## src/rtl/core/npc_pkg.sv

```systemverilog
package npc_pkg;

	localparam int PALETTE_ENTRIES = 256;
	localparam int IDX_W = $clog2(PALETTE_ENTRIES);
	localparam int CHAN_W = 8;
	localparam int COLOUR_W = 3 * CHAN_W;
	localparam int SQ_W = 2 * CHAN_W;
	// three squares of 8-bit differences, at most 195075
	localparam int DIST_W = SQ_W + 2;
	localparam int ENTRY_IDX_W = 8;
	localparam int OUT_IDX_W = 8;
	localparam int WIDE_IDX_W = IDX_W + ENTRY_IDX_W;

	localparam logic CMD_WRITE = 1'b0;
	localparam logic CMD_QUERY = 1'b1;

	typedef enum logic [1:0] {
		ST_IDLE,
		ST_SCAN,
		ST_FINISH
	} npc_state_t;

	typedef struct packed {
		logic             wr_en;
		logic             query_load;
		logic             issue;
		logic             first;
		logic             last;
		logic [IDX_W-1:0] addr;
		logic             out_load;
	} npc_cmd_t;

	typedef struct packed {
		logic best_done;
		logic out_free;
	} npc_stat_t;

endpackage

```

## src/rtl/core/npc_ctrl.sv

```systemverilog
module npc_ctrl (
	input  logic              clk,
	input  logic              arst_n,
	input  logic              in_valid,
	input  logic              in_cmd,
	output logic              in_ready,
	input  npc_pkg::npc_stat_t stat,
	output npc_pkg::npc_cmd_t  cmd
);

	import npc_pkg::*;

	npc_state_t state_q, state_d;
	logic [IDX_W-1:0] cnt_q, cnt_d;
	logic last;
	logic accept;

	assign last = (cnt_q == IDX_W'(PALETTE_ENTRIES - 1));
	assign in_ready = (state_q == ST_IDLE);
	assign accept = in_valid && in_ready;

	always_ff @(posedge clk or negedge arst_n) begin
		if (!arst_n) begin
			state_q <= ST_IDLE;
			cnt_q <= '0;
		end else begin
			state_q <= state_d;
			cnt_q <= cnt_d;
		end
	end

	always_comb begin
		state_d = state_q;
		cnt_d = cnt_q;
		cmd = '0;
		cmd.addr = cnt_q;
		unique case (state_q)
			ST_IDLE: begin
				cnt_d = '0;
				if (accept) begin
					if (in_cmd == CMD_QUERY) begin
						cmd.query_load = 1'b1;
						state_d = ST_SCAN;
					end else begin
						cmd.wr_en = 1'b1;
					end
				end
			end
			ST_SCAN: begin
				// one palette read issued per cycle
				cmd.issue = 1'b1;
				cmd.first = (cnt_q == '0);
				cmd.last = last;
				if (last) begin
					cnt_d = '0;
					state_d = ST_FINISH;
				end else begin
					cnt_d = cnt_q + 1'b1;
				end
			end
			ST_FINISH: begin
				if (stat.best_done && stat.out_free) begin
					cmd.out_load = 1'b1;
					state_d = ST_IDLE;
				end
			end
			default: begin
				state_d = ST_IDLE;
			end
		endcase
	end

endmodule

```

## config.mk

```make
export PLATFORM = sky130hd
export DESIGN_NAME = npc_ctrl
export DESIGN_NICKNAME = d
export VERILOG_FILES = /design/src/rtl/core/npc_pkg.sv /design/src/rtl/core/npc_ctrl.sv
export SDC_FILE = /design/constraint.sdc
export NUM_CORES = 1
export LEC_CHECK = 0
export BUFFER_PORTS_ARGS = -buffer_cell sky130_fd_sc_hd__buf_2
export CAP_MARGIN = 40
export CORE_MARGIN = 4
export CORE_UTILIZATION = 43
export CTS_CLUSTER_SIZE = 20
export DETAILED_ROUTE_END_ITERATION = 7
export PLACE_DENSITY = 0.81
export SKIP_CTS_REPAIR_TIMING = 1
export SYNTH_ARGS = -nofsm -noshare
export SYNTH_HDL_FRONTEND = slang
export SYNTH_SLANG_ARGS = --single-unit
```

## constraint.sdc

```tcl
create_clock -name clk -period 1.4 [get_ports clk]
set_clock_uncertainty 0.1 [all_clocks]
set_input_delay 0.28 -clock clk [delete_from_list [all_inputs] [get_ports clk]]
set_output_delay 0.28 -clock clk [all_outputs]
set_load 0.02 [all_outputs]
```

## Word-level counts from Yosys, hierarchy flattened

Index checks and enable logic that the tools add are counted.

- Output and inout port bits: 15
- Bits in registers: 10
- Bits of input ports: 6

- Equal/unequal tests: 7
- Mux-type cells: 14
- Add/sub/neg operators: 1
- Reductions and logical operators: 6

Operators with widths:

| kind | count |
|---|---|
| $pmux 8 s2 | 1 |
| $mux 2 | 6 |
| $add 8x1->8 const B | 1 |
| $eq 8x8->1 const B | 1 |
| $logic_not 8->1 | 1 |
| $mux 8 | 1 |
| $ne 2x2->1 const B | 3 |
| $pmux 2 s3 | 1 |
| $mux 1 | 4 |
| $reduce_and 4->1 | 1 |
| $mux 3 | 1 |
| $eq 2x1->1 const B | 1 |
| $eq 2x2->1 const B | 1 |
| $logic_and 1x1->1 | 2 |
| $logic_not 2->1 | 1 |
| $ne 2x1->1 const B | 1 |
| $reduce_bool 2->1 | 1 |

## Depth between registers and ports, before layout

Gate-level depths: netlist (run 1).

- Depth after elaboration: 4
- Depth in mapped cells: 5
- Mapped depth without buffers: 5

## Worst setup path before layout (run 1)

No wires, ideal clock.

- Kind: flip-flop to output port
- Start: reg cnt_q[0]
- End: out cmd[10] in the netlist's numbering
- Required time: 1.020 ns
- Arrival: 1.592 ns
- Stages on the path, launching flop included: 6
- Path buffers: 0
- Path slack: -0.572 ns
- Cells stage by stage: dfrtp_1 inv_1 ha_1 nor4b_1 nand2_1 nor4_1

RTL lines:

| element | RTL line | source |
|---|---|---|
| start, declared | npc_ctrl.sv:14 | `logic [IDX_W-1:0] cnt_q, cnt_d;` |
| start signal, assigned | npc_ctrl.sv:28 | `cnt_q <= cnt_d;` |
| end, declared | npc_ctrl.sv:8 | `output npc_pkg::npc_cmd_t cmd` |

==> impl_metrics.json, run 1 <==
{
  "min_path_cells": 3,
  "slew_viol_final": 0,
  "finalPower_mw": 0.533,
  "antenna_cells": 0,
  "grtUsageMet3_pct": 2.73,
  "p_per_area_nw_per_um2": 456,
  "dp_slack_ns": -0.308,
  "required_ns": 1.02,
  "routedWlPerCell_um": 17.7,
  "rrSetupSlack_ns": -0.28,
  "coreArea_um2": 1350,
  "cap_violations": 0,
  "drtAntennaViolNets": 0,
  "hpwlAfterDp_mm": 1.49,
  "fillers": 70,
  "cts_sinks": 10,
  "max_freq_mhz": 517,
  "slowest_stage": "dfrtp_2",
  "drc": 0,
  "dr_total_vias": 756,
  "routed_wl_mm": 2.34,
  "power.leakage_nw": 0.513,
  "use_met1_pct": 23.0,
  "ff2ff_path_depth": 6,
  "period_needed_ns": 1.93,
  "cts_root_buf": "clkbuf_4",
  "crit_type": "reg2out",
  "cp_max_fo": 2,
  "antenna_found_initial": 0,
  "layout_common_cells": "buf_6 (19), buf_4 (16), nand2_1 (13)",
  "dr.pass1.iters": 5,
  "fin_crit_sh_pct": 138,
  "avgSynthCellArea_um2": 8.76,
  "port-buffer-count": 20,
  "fin_ws_ns": -0.533,
  "finalHoldViolations": 0,
  "arrival_ns": 1.55,
  "synth-seq-area-share_pct": 39.1,
  "grt_setup_unrepaired": "true",
  "crit_path_max_incr_delay_ns": 0.42,
  "dieArea_um2": 2170,
  "final_common_cell": "buf_6",
  "io_pins": 21,
  "place_inst": 119,
  "drive_above_1_share_pct": 65.0,
  "synth.distinct_cells": 29,
  "place.gp.congestion": 0.804,
  "synth-main-ff-cell": "dfrtp_1",
  "grt_max_degree": 11,
  "met2_usage_pct": 33.5,
  "grt_usage_pct": 19.8,
  "ys_warn_count": 0,
  "worst_ir_drop_vdd_uv": 520,
  "violations": "negative setup slack",
  "postSynthCellCount": 73,
  "grt.overflow.total": 0,
  "clkTransAtPathRegs_ns": 0.07,
  "setup_viol": 12,
  "clock_latency_ns": 0.27,
  "stdcell_count": 132,
  "synthToLayoutAreaGrowth_pct": 83.0,
  "drt_iter0_drc": 15,
  "tns_ns": -2.76,
  "start_util_pct": 47.4,
  "relSlewSlack_pct": 83.5,
  "crit_chain": "inv_1, ha_1, nor4b_2, nand2_1, nor4_4, buf_4",
  "synth-seq-cells": 10,
  "cp-end-kind": "output pin",
  "post_drt_via_cell_ratio": 5.73,
  "status": "finished, violations left",
  "die_x_um": 46.6,
  "synth_nets": 81,
  "synth-edff-count": 0,
  "grt_pass1_vias": 669,
  "nets": 126,
  "h-tree-depth": 1,
  "hold_path_class": "in2reg",
  "cts_tree": "built",
  "async_flop_share_pct": 100,
  "cts_max_path_buffers": 2,
  "synthesis.area_um2": 639,
  "grt_pass1_wl_mm": 2.95,
  "cts_buffers": 3,
  "cp-start-kind": "flop",
  "worst_slew_pin_slew_ns": 0.247,
  "top_usage_layer": "met2",
  "std_cell_rows": 13,
  "chipHeight_um": 46.6
}
logic make-up after synthesis:
kind of cell	Yosys count	share of synthesized area, %
buffers and inverters	8	7.44
muxes	3	5.09
adders and majority gates	2	3.91
and+or+nand+nor	36	29.9
DFF	10	39.1
AOI/OAI and AO/OA	14	14.5
cell type report:
class | instances | area, um2 | area share, %
inverters | 3 | 11.3 | 0.963
multi-input cells | 55 | 465 | 39.8
clock buffers | 4 | 26.3 | 2.25
well taps | 15 | 18.8 | 1.60
repair buffers | 45 | 389 | 33.3
flip-flops and latches | 10 | 259 | 22.1
routing by layer:
layer / routed length, um / share of wire [%]
met3: 158 / 6.7
met2: 1250 / 53
met5: 0 / 0
met1: 880 / 38
met4: 54 / 2.3
sequential cells by signal, summed over array words and instances, names as in the netlist:
signal	count
cnt_q	8
state_q	2
synth_stat cells, types with 2 or more instances:
cell	instances	area, um2
a21oi_1	2	10.0
or4_1	2	15.0
nand3_1	5	25.0
o21ai_0	5	25.0
dfrtp_1	10	250
nand2_1	14	52.6
buf_4	2	15.0
buf_2	2	10.0
or2_2	2	12.5
nor2_1	5	18.8
mux2_2	2	22.5
ha_1	2	25.0
o211ai_1	2	15.0
inv_1	3	11.3
stage by stage:
step	hold WS, ns	util, %	instance area, um2
3_3_place_gp	0.0520	67.9	917
6_report	0.214	86.7	1170
5_1_grt	0.219	86.7	1170
3_5_place_dp	0.0575	67.9	917
2_1_floorplan	-0.116	-	723
4_1_cts	-0.245	69.9	943
where the power goes:
part,switching (mW),internal (mW),total (mW)
Clock,0.114,0.110,0.224
Combinational,0.0128,0.00734,0.0201
Sequential,0,0.288,0.288
critical path: cells and delay by family, from the launching register on:
kind	cells	cell delay, ns
adders and majority gates	1	0.15
buffers and inverters	2	0.26
DFF	1	0.42
and+or+nand+nor	3	0.45
worst paths after layout:
| check | from | end |
|---|---|---|
| worst max-delay path | cnt_q[0]$_DFFE_PN0P_ | cmd[10] |
| worst min register to register | state_q[0]$_DFFE_PN0P_ | state_q[1]$_DFFE_PN0P_ |
| min in group asynchronous | arst_n | cnt_q[6]$_DFFE_PN0P_ |
| max in group asynchronous | arst_n | state_q[0]$_DFFE_PN0P_ |
| worst max register to register | cnt_q[0]$_DFFE_PN0P_ | cnt_q[4]$_DFFE_PN0P_ |
| worst min-delay path | in_cmd | state_q[0]$_DFFE_PN0P_ |
Power figures use the tool's default switching activity.
==> run 2: changes to the inputs <==
CELL_PAD_IN_SITES_DETAIL_PLACEMENT = 1   (was not set)
CELL_PAD_IN_SITES_GLOBAL_PLACEMENT = 1   (was not set)
CORE_UTILIZATION = 35   (was 43)
PLACE_DENSITY = 0.85   (was 0.81)
clock period = 2.2 ns   (was 1.4 ns; I/O delays follow)
==> impl_metrics.json, run 2 (synthesized netlist as in run 1, its figures left out) <==
{
  "cp-start-kind": "flop",
  "relSlewSlack_pct": 64.7,
  "routed_wl_mm": 1.65,
  "required_ns": 1.66,
  "cp-end-kind": "output pin",
  "cts_tree": "built",
  "start_util_pct": 37.0,
  "grt.overflow.total": 0,
  "std_cell_rows": 15,
  "worst_slew_pin_slew_ns": 0.524,
  "dr.pass1.iters": 4,
  "h-tree-depth": 1,
  "drc": 0,
  "tns_ns": 0,
  "setup_viol": 0,
  "status": "finished clean",
  "io_pins": 21,
  "crit_type": "reg2out",
  "dp_slack_ns": 0.304,
  "drtAntennaViolNets": 0,
  "p_per_area_nw_per_um2": 400,
  "grt_pass1_vias": 604,
  "period_needed_ns": 2.05,
  "antenna_found_initial": 0,
  "routedWlPerCell_um": 14.0,
  "dieArea_um2": 2570,
  "antenna_cells": 0,
  "finalHoldViolations": 0,
  "cp_max_fo": 6,
  "grt_pass1_wl_mm": 2.57,
  "die_x_um": 50.7,
  "clock_latency_ns": 0.26,
  "fin_ws_ns": 0.150,
  "max_freq_mhz": 488,
  "power.leakage_nw": 0.352,
  "worst_ir_drop_vdd_uv": 199,
  "hold_path_class": "in2reg",
  "rrSetupSlack_ns": 0.52,
  "drive_above_1_share_pct": 37.6,
  "port-buffer-count": 20,
  "chipHeight_um": 50.7,
  "synthToLayoutAreaGrowth_pct": 23.9,
  "seq_area_um2": 253,
  "nets": 103,
  "cts_max_path_buffers": 2,
  "layout_common_cells": "buf_2 (19), nand2_1 (14), dfrtp_1 (8)",
  "cap_violations": 0,
  "reg_top3": "cnt_q (8), state_q (2)",
  "hpwlAfterDp_mm": 1.18,
  "clkTransAtPathRegs_ns": 0.06,
  "drt_iter0_drc": 2,
  "cts_buffers": 3,
  "slew_viol_final": 0,
  "dr_total_vias": 629,
  "grt_max_degree": 19,
  "fillers": 228,
  "arrival_ns": 1.51,
  "largest_register_ffs": 8,
  "fin_crit_sh_pct": 93.2,
  "final_common_cell": "buf_2",
  "multi_input_area_um2": 354,
  "grt_usage_pct": 13.1,
  "coreArea_um2": 1730,
  "regMostFlops": "cnt_q",
  "cts_root_buf": "clkbuf_4",
  "cts_sinks": 10,
  "place.gp.congestion": 0.770,
  "post_drt_via_cell_ratio": 5.33
}
[run 2: worst paths after layout]
kind                                          endpoint  cells past startpoint                 start
worst max register to register    cnt_q[3]$_DFFE_PN0P_                      4  cnt_q[0]$_DFFE_PN0P_
max in group asynchronous         cnt_q[0]$_DFFE_PN0P_                      2                arst_n
worst min-delay path            state_q[0]$_DFFE_PN0P_                      3                in_cmd
worst max-delay path                            cmd[9]                      4  cnt_q[0]$_DFFE_PN0P_
worst min register to register    cnt_q[1]$_DFFE_PN0P_                      2  cnt_q[1]$_DFFE_PN0P_
min in group asynchronous         cnt_q[6]$_DFFE_PN0P_                      2                arst_n
[run 2: critical path, cell delays in order (launching register included)]
cell and delay (ns):
dfrtp_2 0.41, ha_1 0.24, nand3_1 0.15, nor3_1 0.25, buf_2 0.21
[run 2: final cells by class]
class,instances,area share [%]
tap,25,3.95
multi-input combinational,55,44.7
sequential,10,31.9
clock buffer,3,2.84
timing repair buffer,22,15.2
inverter,3,1.42
[run 2: report_power, final]
group | internal [mW] | total, mW | leakage (nW) | switching, mW
sequential | 0.184 | 0.184 | 0.118 | 0
clock | 0.0631 | 0.122 | 0.0138 | 0.0592
combinational | 0.00454 | 0.0106 | 0.220 | 0.00605
[run 2: stage by stage]
step | power (mW) | hold slack (ns) | cell area (um2) | std cells | utilization (%)
finish | 0.317 | 0.364 | 792 | 118 | 45.9
global route | 0.332 | 0.387 | 792 | 118 | 45.9
CTS | 0.320 | -0.0639 | 764 | 117 | 44.3
detailed placement | 0.197 | 0.219 | 742 | 114 | 43.0
global placement | 0.196 | 0.215 | 742 | 114 | 43.0
floorplan | 0.188 | 0.0444 | 639 | 73 | -
[run 2: per-layer routing]
layer	vias to the layer above	GRT usage [%]	routed length, um
li1	297	-	-
met1	312	15.9	746
met2	14	22.4	814
met3	6	0.890	31
met4	0	8.07	56
met5	-	0	0
